--- config.mk ---
export PLATFORM = sky130hd
export DESIGN_NAME = mfps_path_cell
export DESIGN_NICKNAME = d
export VERILOG_FILES = /design/src/rtl/core/mfps_pkg.sv /design/src/rtl/core/mfps_path_cell.sv
export SDC_FILE = /design/constraint.sdc
export NUM_CORES = 1
export LEC_CHECK = 0
export BUFFER_PORTS_ARGS = -buffer_cell sky130_fd_sc_hd__buf_2
export CAP_MARGIN = 20
export CORE_ASPECT_RATIO = 1.75
export CORE_MARGIN = 4
export CORE_UTILIZATION = 60
export CTS_CLUSTER_SIZE = 16
export DETAILED_ROUTE_END_ITERATION = 10
export GPL_TIMING_DRIVEN = 0
export PLACE_DENSITY = 0.95
export SLEW_MARGIN = 40
export SYNTH_ARGS = -nofsm -noshare
export SYNTH_HDL_FRONTEND = slang
export SYNTH_SLANG_ARGS = --single-unit
--- constraint.sdc ---
create_clock -name i_clk -period 40 [get_ports i_clk]
set_input_delay 10 -clock i_clk [delete_from_list [all_inputs] [get_ports i_clk]]
set_output_delay 10 -clock i_clk [all_outputs]
set_load 0.01 [all_outputs]
--- src/rtl/core/mfps_pkg.sv ---
`timescale 1ns / 1ps
// mfps_pkg: shared constants, types and arithmetic helpers for the
// max falling path sum block. no dependencies.

package mfps_pkg;

    localparam int MAX_COLS  = 1024;
    localparam int MAX_ROWS  = 65535;
    localparam int SUM_WIDTH = 32;

    localparam int ELEM_W      = 16;
    localparam int OUT_W       = 32;
    localparam int ROWS_CFG_W  = 16;
    localparam int COLS_CFG_W  = 11;
    localparam int CFG_DATA_W  = 16;
    localparam int CFG_IDX_W   = 1;

    localparam int COL_W  = (MAX_COLS > 1) ? $clog2(MAX_COLS) : 1;
    localparam int ROW_W  = (MAX_ROWS > 1) ? $clog2(MAX_ROWS) : 1;
    localparam int CCMP_W = (COL_W + 1 > COLS_CFG_W) ? COL_W + 1 : COLS_CFG_W;
    localparam int RCMP_W = (ROW_W + 1 > ROWS_CFG_W) ? ROW_W + 1 : ROWS_CFG_W;
    localparam int EXT_W  = (SUM_WIDTH > OUT_W) ? SUM_WIDTH : OUT_W;

    typedef logic signed [SUM_WIDTH-1:0] t_sum;
    typedef logic signed [ELEM_W-1:0]    t_elem;
    typedef logic signed [OUT_W-1:0]     t_out;

    localparam t_sum SUM_MAX = t_sum'({1'b0, {(SUM_WIDTH-1){1'b1}}});
    localparam t_sum SUM_MIN = t_sum'({1'b1, {(SUM_WIDTH-1){1'b0}}});
    localparam t_out OUT_MAX = t_out'({1'b0, {(OUT_W-1){1'b1}}});
    localparam t_out OUT_MIN = t_out'({1'b1, {(OUT_W-1){1'b0}}});

    typedef enum logic [CFG_IDX_W-1:0] {
        CFG_ROWS = 1'b0,
        CFG_COLS = 1'b1
    } t_cfg_idx;

    typedef struct packed {
        logic [ROWS_CFG_W-1:0] rows;
        logic [COLS_CFG_W-1:0] cols;
    } t_cfg;

    // previous-row sums around the current column
    typedef struct packed {
        t_sum left;
        t_sum center;
        t_sum right;
    } t_win;

    // what one accepted element leaves behind
    typedef struct packed {
        logic [COL_W-1:0] col;
        logic             last_col;
        logic             last_row;
        t_sum             sum;
    } t_step;

    function automatic t_sum sat_add(t_sum a, t_elem v);
        logic signed [SUM_WIDTH:0] wide;
        wide = (SUM_WIDTH + 1)'(a) + (SUM_WIDTH + 1)'(v);
        if (wide[SUM_WIDTH] != wide[SUM_WIDTH-1]) begin
            return wide[SUM_WIDTH] ? SUM_MIN : SUM_MAX;
        end
        return t_sum'(wide);
    endfunction

    function automatic t_out clip_out(t_sum s);
        logic signed [EXT_W-1:0] e;
        e = EXT_W'(s);
        if (e > EXT_W'(OUT_MAX)) begin
            return OUT_MAX;
        end
        if (e < EXT_W'(OUT_MIN)) begin
            return OUT_MIN;
        end
        return t_out'(e);
    endfunction

endpackage

--- src/rtl/core/mfps_path_cell.sv ---
`timescale 1ns / 1ps
// mfps_path_cell: position counters and the per-element best-of-three plus
// saturating add. depends on mfps_pkg.

module mfps_path_cell (
    input  logic               i_clk,
    input  logic               i_rst_n,
    input  logic               i_accept,
    input  mfps_pkg::t_elem    i_element,
    input  mfps_pkg::t_cfg     i_cfg,
    input  mfps_pkg::t_win     i_win,
    output mfps_pkg::t_step    o_step
);

    logic [mfps_pkg::COL_W-1:0]  r_col;
    logic [mfps_pkg::ROW_W-1:0]  r_row;

    logic [mfps_pkg::CCMP_W-1:0] cols_ext;
    logic [mfps_pkg::CCMP_W-1:0] cols_eff;
    logic [mfps_pkg::RCMP_W-1:0] rows_ext;
    logic [mfps_pkg::RCMP_W-1:0] rows_eff;
    logic                        last_col;
    logic                        last_row;
    mfps_pkg::t_sum              best;

    // zero counts act as one, oversize counts clamp to the store limits
    always_comb begin
        cols_ext = mfps_pkg::CCMP_W'(i_cfg.cols);
        rows_ext = mfps_pkg::RCMP_W'(i_cfg.rows);
        if (cols_ext == '0) begin
            cols_eff = mfps_pkg::CCMP_W'(1);
        end else if (cols_ext > mfps_pkg::CCMP_W'(mfps_pkg::MAX_COLS)) begin
            cols_eff = mfps_pkg::CCMP_W'(mfps_pkg::MAX_COLS);
        end else begin
            cols_eff = cols_ext;
        end
        if (rows_ext == '0) begin
            rows_eff = mfps_pkg::RCMP_W'(1);
        end else if (rows_ext > mfps_pkg::RCMP_W'(mfps_pkg::MAX_ROWS)) begin
            rows_eff = mfps_pkg::RCMP_W'(mfps_pkg::MAX_ROWS);
        end else begin
            rows_eff = rows_ext;
        end
    end

    assign last_col = (mfps_pkg::CCMP_W'(r_col) + mfps_pkg::CCMP_W'(1)) >= cols_eff;
    assign last_row = (mfps_pkg::RCMP_W'(r_row) + mfps_pkg::RCMP_W'(1)) >= rows_eff;

    always_comb begin
        best = i_win.center;
        if (r_col != '0 && i_win.left > best) begin
            best = i_win.left;
        end
        if (!last_col && i_win.right > best) begin
            best = i_win.right;
        end
        o_step.col      = r_col;
        o_step.last_col = last_col;
        o_step.last_row = last_row;
        if (r_row == '0) begin
            o_step.sum = mfps_pkg::t_sum'(i_element);
        end else begin
            o_step.sum = mfps_pkg::sat_add(best, i_element);
        end
    end

    always_ff @(posedge i_clk) begin
        if (!i_rst_n) begin
            r_col <= '0;
            r_row <= '0;
        end else if (i_accept) begin
            if (last_col) begin
                r_col <= '0;
                if (last_row) begin
                    r_row <= '0;
                end else begin
                    r_row <= r_row + mfps_pkg::ROW_W'(1);
                end
            end else begin
                r_col <= r_col + mfps_pkg::COL_W'(1);
            end
        end
    end

endmodule

Word level (Yosys, flattened, before mapping):

Index checks and enable logic that the tools add are counted.

* equal/unequal tests: 1
* $lt $le $gt $ge: 5
* bitwise logic cells: 0
* shifts and indexed selects: 0
* multiply operators: 0
* multiplexer cells: 13
* reduce and logical (&&, ||, !) cells: 8
* $add $sub $neg: 5
* div/mod/pow operators: 0

Operators with widths (number)
* two-way mux 32 bit: 6
* > comparator 32 bit: 2
* adder 32 x 16 -> 33 bit: 1
* zero test 16 bit: 2
* two-way mux 16 bit: 2
* two-way mux 11 bit: 2
* adder 16 x 1 -> 17 bit (second input constant): 1
* >= comparator 17 bit: 1
* adder 16 x 1 -> 16 bit (second input constant): 1
* adder 10 x 1 -> 11 bit (second input constant): 1
* >= comparator 11 bit: 1
* > comparator 11 bit (second input constant): 1
* zero test 11 bit: 1
* adder 10 x 1 -> 10 bit (second input constant): 1
* two-way mux 10 bit: 1
* nonzero test 10 bit: 1
* logical AND 1 bit: 2
* two-way mux 1 bit: 2
* AND reduction 2 bit: 1
* zero test 1 bit: 1
* inequality test 1 bit: 1

* bits in latches: 0
* input port bits: 142
* bits in registers: 26
* bits in read-only memories: 0
* logic and storage cells: 34
* output and inout port bits: 44
* bits in writable memories: 0
* memories kept: 0

Longest topological paths before layout:

* word-level depth: 13
* gate-level depth with buffers: 36
* mapped depth without buffers: 31

Worst setup path after synthesis:

Ideal clock, no wire load.

* path type: input -> output
* from: input port i_win[37] in the netlist's numbering
* to: output port o_step[10] in the netlist's numbering
* buffers on the path: 4
* slack: 13144 ps
* cell stages on the path: 33
* data arrival time: 16856 ps
* cell sequence: inv_1 > ha_1 > a21o_1 > a21o_1 > a211o_1 > nand3b_1 > a31oi_1 > mux2i_1 > a211oi_2 > buf_2 > mux2i_1 > ha_1 > a21o_1 > a21o_1 > a21oi_1 > nor2_1 > or4_1 > a21oi_1 > mux2i_1 > a211o_1 > clkbuf_1 > buf_2 > mux2i_1 > ha_1 > a211oi_1 > o21ai_4 > o2111ai_2 > o311a_1 > a221o_1 > a31oi_4 > o311a_1 > buf_2 > o21ai_0

RTL lines
* start: declaration: line mfps_path_cell.sv:11 `input mfps_pkg::t_win i_win,`
* end: declaration: line mfps_path_cell.sv:12 `output mfps_pkg::t_step o_step`

==> flow_summary.ini <==
[power_and_ir_drop]
powerDensity_nw_per_um2 = 26.8
p_total_uw = 213
ir_drop_v = 0.0000275
p_leak_uw = 0.00419

[routing]
wl_per_cell_um = 17.9
drt_pass1_iterations = 5
antenna_left = 0
drt_iter0_markers = 433
drc = 0
wl_mm = 21.8
num_vias = 7615
vias_per_cell = 6.26

[cts]
cts-root-buf = clkbuf_16
clock_sinks = 26
cts_buffers = 3
cts_buffer_depth = 2
cts_setup_buffers = 0
insertion_delay_ns = 0.27
cts_hold_buffers = 0
cts_resized = 0
cts_tree = done
clkTransAtPathRegs_ns = 0.07
htree_levels = 1

[grt]
antenna_found_initial = 1
grt.busiest_layer = met2
grt_max_degree = 19
grt_overflow_total = 0
grtUsageMet2_pct = 60.8
use_met1_pct = 28.4
grt_pass1_wl_mm = 33.8
met3_usage_pct = 5.99
track_usage_pct = 32.0
first_global_vias = 7682

[floorplan]
io_pins = 186
dieArea_um2 = 13100
die_w_um = 88.4
initial_core_util_pct = 61.1
rows = 51
core_area_um2 = 11100
die-height_um = 149

[timing]
slew_violations = 0
slew_headroom_pct = 48.3
fin_crit_ns = 28.75
finalCritPeriodShare_pct = 71.9
worst_pin_slew_ns = 0.773
fmax_mhz = 34.8
fin_skew_ns = 0.00250
final_hold_viol_count = 0
finalSetupViolations = 0
rsz0062_at_grt = no
fin_tns_setup_ns = 0

[flow_run]
cap_violations = 0

[setup_path]
start_kind = primary input
critPathKind = in -> out
cp.required_ns = 30.00
cpLargestDelayFamily = compound AO/OA/AOI/OAI gates
slowest_delay_ns = 0.58
cpMaxStageDelayCell = nor4_1
crit_buf_inv = 8
cp.arrival_ns = 18.75
cp_max_fo = 10
worst_setup_path_end_kind = output pin
crit_top_cell = buf_2

[place]
place_inst = 1211
place_congestion = 0.977
placed_area_um2 = 7870
hpwlAfterDp_mm = 18.4
portBuffers = 185

[synth]
ys_types = 72
seq_area_frac_synth_pct = 7.68
synth-seq-cells = 26
synth_flop_cell = dfxtp_1
synth_edf_count = 0
post_synth.cell_area_avg_um2 = 7.58
synth_cells = 894
syn-num-nets = 1164
syn-cell-area_um2 = 6780
yosysWarnings = 0
async_flop_share_pct = 0

[min_path]
holdCritPathClass = reg -> reg

[final_layout]
fin_cells = 1217
drive_gt1_share_pct = 22.0
layout.nets = 1354
syn_to_final_growth_pct = 17.5
fill_cells = 892
design_area_um2 = 7970

[run_status]
status = completed
-- registers in the layout, summed over array words and instances, names as in the netlist --
name / flops
r_col: 10
r_row: 16
-- path summary, 6_finish.rpt --
| kind | from | endpoint | slack [ns] | cells past startpoint |
|---|---|---|---|---|
| worst max register to register | r_row[0]$_SDFFE_PN0P_ | r_row[6]$_SDFFE_PN0P_ | 35.58 | 16 |
| worst max-delay path | i_win[63] | o_step[23] | 11.25 | 36 |
| worst min-delay path | r_row[1]$_SDFFE_PN0P_ | r_row[1]$_SDFFE_PN0P_ | 0.54 | 2 |
| worst min register to register | r_row[1]$_SDFFE_PN0P_ | r_row[1]$_SDFFE_PN0P_ | 0.54 | 2 |
-- Yosys cell counts, drive strengths merged, types with 4 or more instances --
library cell  count  area share [%]
a2111oi           4            0.61
a211oi            4            0.52
a21boi           10             1.1
a21o             37             4.1
a21oi            72             5.4
a31oi             9             1.1
a32o              8             1.2
and3             16             1.5
buf              18             1.6
clkbuf           19             1.1
dfxtp            26             7.7
ha              127              23
inv              95             5.3
mux2i            64             9.4
nand2            62             3.4
nand2b           15             1.4
nand3            17             1.3
nand3b           10             1.1
nand4            23             2.1
nor2             41             2.3
nor2b            10            0.92
nor3              8            0.66
nor4             13             1.2
o211ai            7            0.85
o21a              7            0.78
o21ai            42             3.3
o22ai            19             2.7
o32ai             5            0.65
or2               8            0.74
or3               6            0.55
xnor2            31             4.0
xor2             19             2.5
-- power breakdown --
part / switching (uW) / internal (uW) / total, uW / leakage, uW
Sequential: 0.301 / 26.1 / 26.4 / 0.000210
Combinational: 92.3 / 69.4 / 162 / 0.00394
Clock: 9.94 / 15.4 / 25.3 / 0.0000442
-- per-stage QoR --
step	utilization (%)	hold WS (ns)	setup WS, ns
5_1_grt	71.7	0.560	10.79
4_1_cts	71.7	0.532	11.54
6_report	71.8	0.537	11.25
2_1_floorplan	-	0.493	13.14
3_3_place_gp	70.9	0.510	11.69
3_5_place_dp	70.9	0.523	11.58
-- placed cells by master (no fill, tap or decap), types with 23 or more instances in the layout --
master,synthesis,layout
ha_1,127,127
a21oi_1,71,71
o21ai_0,39,39
nand2_1,62,62
a21o_1,37,37
dfxtp_1,26,26
xnor2_1,31,31
nor2_1,41,41
inv_1,95,95
nand4_1,23,23
buf_2,12,197
mux2i_1,64,64
-- metal layers --
| metal | up-vias | wire, um |
|---|---|---|
| met2 | 334 | 11600 |
| met3 | 108 | 1500 |
| li1 | 3674 | - |
| met4 | 2 | 1610 |
| met1 | 3497 | 7110 |
| met5 | - | 13 |
-- tightest hold or removal path: stages (launching register included) --
cell and delay [ns]:
dfxtp_1 0.35, nand2_1 0.07, o21ai_0 0.07
-- final cells by class --
type	instances	area [um2]	share of cell area, %
well taps	132	165	2.07
diodes	2	5.00	0.0628
multi-input cells	735	5730	71.9
inverters	96	360	4.52
flip-flops and latches	26	520	6.53
plain buffers	37	176	2.21
clock buffers	4	88.8	1.11
repair buffers	185	926	11.6
-- logic make-up after synthesis --
logic type / share of synthesized area, %
adders and majority gates: 23.7
AOI/OAI and AO/OA: 26.3
xor gates and xnor gates: 6.46
DFF: 7.68
buffers and inverters: 7.92
and+or+nand+nor: 18.1
muxes: 9.78
Power figures use the tool's default switching activity.
