==> config.mk <==
export PLATFORM = sky130hd
export DESIGN_NAME = mfps_max_cell_flat
export DESIGN_NICKNAME = d
export VERILOG_FILES = /design/src/rtl/core/mfps_pkg.sv /design/src/rtl/core/mfps_if.sv /design/src/rtl/core/mfps_max_cell.sv /design/src/flat_wrapper.sv
export SDC_FILE = /design/constraint.sdc
export NUM_CORES = 1
export LEC_CHECK = 0
export ABC_AREA = 1
export BUFFER_PORTS_ARGS = -buffer_cell sky130_fd_sc_hd__buf_4
export CAP_MARGIN = 15
export CORE_MARGIN = 2
export CORE_UTILIZATION = 50
export CTS_BUF_LIST = sky130_fd_sc_hd__clkbuf_4
export CTS_CLUSTER_DIAMETER = 30
export DETAILED_ROUTE_END_ITERATION = 12
export MAX_ROUTING_LAYER = met4
export PLACE_DENSITY = 0.8
export SYNTH_ARGS = -nofsm -noshare
export SYNTH_HDL_FRONTEND = slang
export SYNTH_SLANG_ARGS = --single-unit
==> constraint.sdc <==
create_clock -name i_clk -period 3.7 [get_ports i_clk]
set_input_delay 0.555 -clock i_clk [delete_from_list [all_inputs] [get_ports i_clk]]
set_output_delay 0.555 -clock i_clk [all_outputs]
set_load 0.005 [all_outputs]
==> src/rtl/core/mfps_pkg.sv <==
`timescale 1ns / 1ps
// mfps_pkg: shared constants, types and arithmetic helpers for the
// max falling path sum block. no dependencies.

package mfps_pkg;

    localparam int MAX_COLS  = 1024;
    localparam int MAX_ROWS  = 65535;
    localparam int SUM_WIDTH = 32;

    localparam int ELEM_W      = 16;
    localparam int OUT_W       = 32;
    localparam int ROWS_CFG_W  = 16;
    localparam int COLS_CFG_W  = 11;
    localparam int CFG_DATA_W  = 16;
    localparam int CFG_IDX_W   = 1;

    localparam int COL_W  = (MAX_COLS > 1) ? $clog2(MAX_COLS) : 1;
    localparam int ROW_W  = (MAX_ROWS > 1) ? $clog2(MAX_ROWS) : 1;
    localparam int CCMP_W = (COL_W + 1 > COLS_CFG_W) ? COL_W + 1 : COLS_CFG_W;
    localparam int RCMP_W = (ROW_W + 1 > ROWS_CFG_W) ? ROW_W + 1 : ROWS_CFG_W;
    localparam int EXT_W  = (SUM_WIDTH > OUT_W) ? SUM_WIDTH : OUT_W;

    typedef logic signed [SUM_WIDTH-1:0] t_sum;
    typedef logic signed [ELEM_W-1:0]    t_elem;
    typedef logic signed [OUT_W-1:0]     t_out;

    localparam t_sum SUM_MAX = t_sum'({1'b0, {(SUM_WIDTH-1){1'b1}}});
    localparam t_sum SUM_MIN = t_sum'({1'b1, {(SUM_WIDTH-1){1'b0}}});
    localparam t_out OUT_MAX = t_out'({1'b0, {(OUT_W-1){1'b1}}});
    localparam t_out OUT_MIN = t_out'({1'b1, {(OUT_W-1){1'b0}}});

    typedef enum logic [CFG_IDX_W-1:0] {
        CFG_ROWS = 1'b0,
        CFG_COLS = 1'b1
    } t_cfg_idx;

    typedef struct packed {
        logic [ROWS_CFG_W-1:0] rows;
        logic [COLS_CFG_W-1:0] cols;
    } t_cfg;

    // previous-row sums around the current column
    typedef struct packed {
        t_sum left;
        t_sum center;
        t_sum right;
    } t_win;

    // what one accepted element leaves behind
    typedef struct packed {
        logic [COL_W-1:0] col;
        logic             last_col;
        logic             last_row;
        t_sum             sum;
    } t_step;

    function automatic t_sum sat_add(t_sum a, t_elem v);
        logic signed [SUM_WIDTH:0] wide;
        wide = (SUM_WIDTH + 1)'(a) + (SUM_WIDTH + 1)'(v);
        if (wide[SUM_WIDTH] != wide[SUM_WIDTH-1]) begin
            return wide[SUM_WIDTH] ? SUM_MIN : SUM_MAX;
        end
        return t_sum'(wide);
    endfunction

    function automatic t_out clip_out(t_sum s);
        logic signed [EXT_W-1:0] e;
        e = EXT_W'(s);
        if (e > EXT_W'(OUT_MAX)) begin
            return OUT_MAX;
        end
        if (e < EXT_W'(OUT_MIN)) begin
            return OUT_MIN;
        end
        return t_out'(e);
    endfunction

endpackage

==> src/rtl/core/mfps_if.sv <==


interface mfps_out_if;
    logic                 valid;
    logic                 ready;
    mfps_pkg::t_out       max_sum;

    modport source (output valid, output max_sum, input ready);
    modport sink   (input valid, input max_sum, output ready);
endinterface

==> src/rtl/core/mfps_max_cell.sv <==
`timescale 1ns / 1ps
// mfps_max_cell: running maximum over the final row and the result output
// register. depends on mfps_pkg, mfps_if.

module mfps_max_cell (
    input  logic               i_clk,
    input  logic               i_rst_n,
    input  logic               i_accept,
    input  mfps_pkg::t_step    i_step,
    output logic               o_stall,
    mfps_out_if.source         o_res
);

    logic           r_s2_valid;
    logic           r_s2_last_row;
    logic           r_s2_end;
    mfps_pkg::t_sum r_s2_sum;
    mfps_pkg::t_sum r_best;
    logic           r_out_valid;
    mfps_pkg::t_out r_out_data;

    mfps_pkg::t_sum cand;
    logic           out_fire;
    logic           emit;

    assign cand     = (r_s2_sum > r_best) ? r_s2_sum : r_best;
    assign out_fire = r_out_valid && o_res.ready;
    // a finished matrix can only leave when the output register frees up
    assign o_stall  = r_s2_valid && r_s2_end && r_out_valid && !o_res.ready;
    assign emit     = r_s2_valid && r_s2_end && !o_stall;

    always_ff @(posedge i_clk) begin
        if (!i_rst_n) begin
            r_s2_valid  <= 1'b0;
            r_best      <= mfps_pkg::SUM_MIN;
            r_out_valid <= 1'b0;
        end else begin
            if (!o_stall) begin
                r_s2_valid <= i_accept;
                if (r_s2_valid && r_s2_last_row) begin
                    r_best <= r_s2_end ? mfps_pkg::SUM_MIN : cand;
                end
            end
            if (emit) begin
                r_out_valid <= 1'b1;
            end else if (out_fire) begin
                r_out_valid <= 1'b0;
            end
        end
    end

    always_ff @(posedge i_clk) begin
        if (!o_stall && i_accept) begin
            r_s2_sum      <= i_step.sum;
            r_s2_last_row <= i_step.last_row;
            r_s2_end      <= i_step.last_row && i_step.last_col;
        end
        if (emit) begin
            r_out_data <= mfps_pkg::clip_out(cand);
        end
    end

    assign o_res.valid   = r_out_valid;
    assign o_res.max_sum = r_out_data;

endmodule

==> src/flat_wrapper.sv <==
// flat-port wrapper written by rule: the top's interface ports become plain ports
module mfps_max_cell_flat 
  (i_clk, i_rst_n, i_accept, i_step, o_stall, o_res_valid, o_res_max_sum, o_res_ready);
  mfps_out_if o_res_i ();
  input  logic i_clk;
  input  logic i_rst_n;
  input  logic i_accept;
  input  mfps_pkg::t_step i_step;
  output logic o_stall;
  output wire logic [$bits(o_res_i.valid)-1:0] o_res_valid;
  output wire logic [$bits(o_res_i.max_sum)-1:0] o_res_max_sum;
  input wire logic [$bits(o_res_i.ready)-1:0] o_res_ready;
  assign o_res_valid = o_res_i.valid;
  assign o_res_max_sum = o_res_i.max_sum;
  assign o_res_i.ready = o_res_ready;
  mfps_max_cell u_core (.i_clk(i_clk), .i_rst_n(i_rst_n), .i_accept(i_accept), .i_step(i_step), .o_stall(o_stall), .o_res(o_res_i));
endmodule
# Word level (Yosys, flattened, before mapping)

Cells that the tools add are included.
Widths: inputs -> output; s select.

Bits of input ports: 48
Register bits: 100

Reduce and logical (&&, ||, !) cells: 12
Order comparisons: 3
Multiplexer cells: 13
Bitwise logic cells: 1

Operators by type and width:

| operator             | number |
|---|---|
| $mux 32              | 6 |
| $gt 32x32->1         | 1 |
| $gt 32x32->1 const B | 1 |
| $lt 32x32->1 const B | 1 |
| $logic_and 1x1->1    | 8 |
| $mux 1               | 7 |
| $logic_not 1->1      | 2 |
| $reduce_and 2->1     | 1 |
| $reduce_bool 2->1    | 1 |
| $not 1->1            | 1 |

# Logic depth before layout (Yosys ltp)

Depth in word-level cells: 10
Depth in mapped cells: 19
Gate-level depth less buffers: 19

# Worst setup path after synthesis

Ideal clock, no wire load.

Kind: input -> register
Start: input o_res_ready
End: register u_core.r_s2_end (enable)
Data arrival time: 2.158 ns
Library setup time: 0.425 ns
Stages: 4
Path slack: 1.116 ns
Data required time: 3.275 ns
Path through: nor2_1 inv_1 nor2_1 nor2_1

Longest elaborated chain between the ends: 4

RTL lines:

| item                 | RTL line            | source |
|---|---|---|
| from (decl)          | flat_wrapper.sv:12  | `input wire logic [$bits(o_res_i.ready)-1:0] o_res_ready;` |
| $logic_not 1->1      | mfps_max_cell.sv:29 | `assign o_stall = r_s2_valid && r_s2_end && r_out_valid && !o_res.ready;` |
| $logic_and 1x1->1    | mfps_max_cell.sv:29 |  |
| named net o_stall    | flat_wrapper.sv:9   | `output logic o_stall;` |
| $logic_not 1->1      | mfps_max_cell.sv:53 | `if (!o_stall && i_accept) begin` |
| $logic_and 1x1->1    | mfps_max_cell.sv:53 |  |
| to (signal assigned) | mfps_max_cell.sv:56 | `r_s2_end <= i_step.last_row && i_step.last_col;` |
| to (decl)            | mfps_max_cell.sv:16 | `logic r_s2_end;` |

The timed path passes the listed nets, and every way through them passes these cells.
A chain may end at the register's enable or synchronous reset.

# Worst setup path in the final report

Start: register u_core.r_s2_sum[11]
End: register u_core.r_out_data[2] (netlist: u_core.o_res.max_sum[2]), data pin

Longest elaborated chain between the ends: 8

RTL lines:

| item                   | RTL line            | source |
|---|---|---|
| from (decl)            | mfps_max_cell.sv:17 | `mfps_pkg::t_sum r_s2_sum;` |
| from (signal assigned) | mfps_max_cell.sv:54 | `r_s2_sum <= i_step.sum;` |
| $gt 32x32->1           | mfps_max_cell.sv:26 | `assign cand = (r_s2_sum > r_best) ? r_s2_sum : r_best;` |
| $mux 32 *              | mfps_max_cell.sv:26 |  |
| $lt 32x32->1           | mfps_pkg.sv:73      | `if (e < EXT_W'(OUT_MIN)) begin` |
| $mux 1 (2 in a row)    | mfps_pkg.sv:73      |  |
| $mux 1                 | mfps_max_cell.sv:58 | `if (emit) begin` |
| $mux 32                | mfps_pkg.sv:76      | `return t_out'(e);` |
| $mux 32 *              | mfps_pkg.sv:73      |  |
| to (signal assigned)   | mfps_max_cell.sv:59 | `r_out_data <= mfps_pkg::clip_out(cand);` |
| to (decl)              | mfps_max_cell.sv:20 | `mfps_pkg::t_out r_out_data;` |

Every way passes the cells marked *; elsewhere a longest branch is shown, timed or not. The select of a mux whose other input is x is not followed.

==> qor.yml <==
status: "completed"
drt_first_pass_iters: 4
ir_drop_mv: 0.209
internal-power_mw: 1.67
place_area_sq_um: 5490
slew_headroom_pct: 39.4
ys_types: 22
hpwl_microns: 7190
antenna_found_initial: 0
post_cts_resize_count: 0
cts_buffer_depth: 2
io_buffers: 71
clockPowerShare_pct: 25.4
design.die.area_sq_um: 10500
cts_sinks: 100
root_buffer: "clkbuf_4"
crit_path_frequent_cell: "nand2_1"
required_ns: 3.93
critPathArrivalTime_ns: 3.09
drc: 0
seqCellArea_sq_um: 2660
grtUsageTotal_pct: 22.0
p_comb_share_pct: 18.2
synth_compound_area_share_pct: 5.72
gp_congestion: 0.831
rsz0062_at_grt: "false"
p_per_area_nw_per_um2: 406
grt_pass1_wl_microns: 17100
synth_warnings: 0
swShare_pct: 26.9
critical_path.max_fanout: 32
worst_slew_pin_slew_ns: 0.908
cts_tree: "built"
postRouteWirelength_microns: 10700
path_class: "flip-flop to flip-flop"
rows: 35
cp-end-kind: "flip-flop"
synth_nets: 588
ys_seq_area_share_pct: 55.0
final_cell_area_sq_um: 5630
grt_overflow: 0
multi_input_area_sq_um: 1780
vias_per_cell: 5.29
critical_path.max_stage_delay_ns: 0.57
synth_cells: 508
antennaDiodeCount: 0
critPathSlowestCell: "nand3_4"
clk_latency_ns: 0.45
crit_chain: "ha_1 > a21oi_1 > nand2_1 > a21oi_1 > nand2_1 > nand2_1 > nand3_2 > nand3_4 > nand2_1 > and2_1"
synth_adder_area_share_pct: 8.28
drv_slew: 0
setup_tns_ns: 0
synth.area.mux_share_pct: 0
die_x_microns: 102
first_iter_violations: 196
cts-buffers-inserted: 9
yosys.area_share.simple_pct: 22.6
grt_max_degree: 35
fmax_ghz: 0.350
wire_per_inst_microns: 15.0
synth_top_family_by_area: "simple AND/OR/NAND/NOR gates"
vias: 3762
finalSetupViolations: 0
nets: 657
power_mw: 2.28
final_antenna_net_count: 0
grt_pass1_vias: 3774
fillers: 775
hold_class: "input port to flip-flop"
cts-htree-levels: 3
hold_viol: 0
fin_crit_ns: 2.86
clk_pin_slew_ns: 0.15
p_sw_mw: 0.615
synthesis.area_sq_um: 4840
startpoint_type: "flip-flop"
drive_gt1_share_pct: 19.2
ys_ff_latch: 100
fin_hold_ws_ns: 0.262
period_share_pct: 77.3
p_leak_nw: 2.35
pwr-share-seq_pct: 56.4
fin_skew_ns: 0.0204
synth_xor_area_share_pct: 0
cap_violations: 0
synth_area_per_cell_sq_um: 9.52
hold_buffers: 0
syn2layout_area_growth_pct: 16.3
coreArea_sq_um: 9330
postCtsSetupRepairBufs: 0
start_util_pct: 51.9
top_level_ports: 82
die_y_microns: 102
==> power by group through the flow <==
stage	Sequential (mW)	Clock, mW	Combinational, mW
6_report	1.29	0.580	0.416
5_1_grt	1.29	0.639	0.468
2_1_floorplan	1.31	0	0.288
3_3_place_gp	1.31	0	0.391
4_1_cts	1.29	0.587	0.416
3_5_place_dp	1.31	0	0.412
==> cell families (layout without fill, tap and decap cells) <==
group                    count (synthesis)  after routing
AO/OA/AOI/OAI                           53             53
buffers and inverters                  100            174
flip-flops                             100            100
adder cells (fa/ha/maj)                 32             32
AND/OR/NAND/NOR                        223            223
==> synthesized netlist by cell type (all sizes together) <==
cell type | n | area share [%]
nand4 | 34 | 4.4
buf | 10 | 1.4
a21o | 1 | 0.16
nand2 | 107 | 8.9
ha | 32 | 8.3
o21ai | 2 | 0.21
nand3 | 35 | 4.0
nand3b | 1 | 0.16
inv | 78 | 6.1
a21oi | 48 | 5.0
edfxtp | 66 | 41
clkbuf | 11 | 0.85
nor2 | 15 | 1.2
and2 | 31 | 4.0
clkinv | 1 | 0.078
o21a | 2 | 0.31
dfxtp | 34 | 14
==> per-stage QoR <==
step                utilization [%]  instances  worst slack, ns
CTS                            60.3        711            0.870
detailed placement             58.9        695            0.894
global route                   60.3        711            0.667
floorplan                         -        508             1.12
global placement               58.9        695            0.983
finish                         60.3        711            0.841
==> final cells by class <==
| class | instances | area share (%) |
|---|---|---|
| clock buffer | 13 | 1.73 |
| clock inverter | 3 | 0.711 |
| inverter | 79 | 5.27 |
| multi-input combinational | 308 | 31.6 |
| sequential | 100 | 47.3 |
| tap | 129 | 2.87 |
| timing repair buffer | 79 | 10.5 |
==> worst max-delay path, delay by kind of cell (launching register included) <==
family                   cells  cell delay, ns
AND/OR/NAND/NOR              7            1.52
flip-flops                   1            0.44
adder cells (fa/ha/maj)      1            0.34
AO/OA/AOI/OAI                2            0.34
==> sequential cells by signal, summed over array words and instances, names as in the netlist <==
signal and flops:
u_core.r_s2_end 1, u_core.r_s2_valid 1, u_core.o_res.max_sum 32, u_core.o_res.valid 1, u_core.r_best 32, u_core.r_s2_sum 32, u_core.r_s2_last_row 1
==> path summary, 6_finish.rpt <==
kind | start | endpoint | slack [ns] | depth (start not counted)
max | u_core.r_s2_sum[11] | u_core.o_res.max_sum[2] | 0.84 | 10
min | i_step[5] | u_core.r_s2_sum[5] | 0.26 | 1
max reg2reg | u_core.r_s2_sum[11] | u_core.o_res.max_sum[2] | 0.84 | 10
min reg2reg | u_core.r_best[22] | u_core.r_best[22] | 0.47 | 2
==> layout by cell type (no fill, tap or decap) <==
| cell type | Yosys | layout |
|---|---|---|
| buf_4 | 0 | 79 |
| nand2_1 | 96 | 96 |
| nor2_2 | 0 | 3 |
| a21oi_2 | 1 | 1 |
| bufinv_16 | 0 | 1 |
| nor2_1 | 15 | 12 |
| ha_1 | 32 | 32 |
| nand4_1 | 34 | 34 |
| nand3b_1 | 1 | 1 |
| edfxtp_1 | 66 | 66 |
| nand3_4 | 1 | 1 |
| nand2_2 | 11 | 11 |
| clkinv_2 | 0 | 2 |
| inv_1 | 78 | 78 |
| a21o_1 | 1 | 1 |
| nand3_1 | 33 | 33 |
| o21a_1 | 2 | 2 |
| o21ai_0 | 2 | 2 |
| and2_1 | 31 | 31 |
| a21oi_1 | 47 | 47 |
| clkinv_1 | 1 | 1 |
| dfxtp_1 | 34 | 34 |
| nand3_2 | 1 | 1 |
| clkbuf_4 | 0 | 13 |
==> layer usage <==
metal	track usage [%]	up-vias	wire length, microns	share of wire, %
met1	25.5	1763	4230	40
met3	4.04	20	734	6.9
met5	-	-	0	0
met2	38.0	146	5490	52
met4	8.10	0	192	1.8
li1	-	1833	-	-
(Power assumes the default switching activity.)
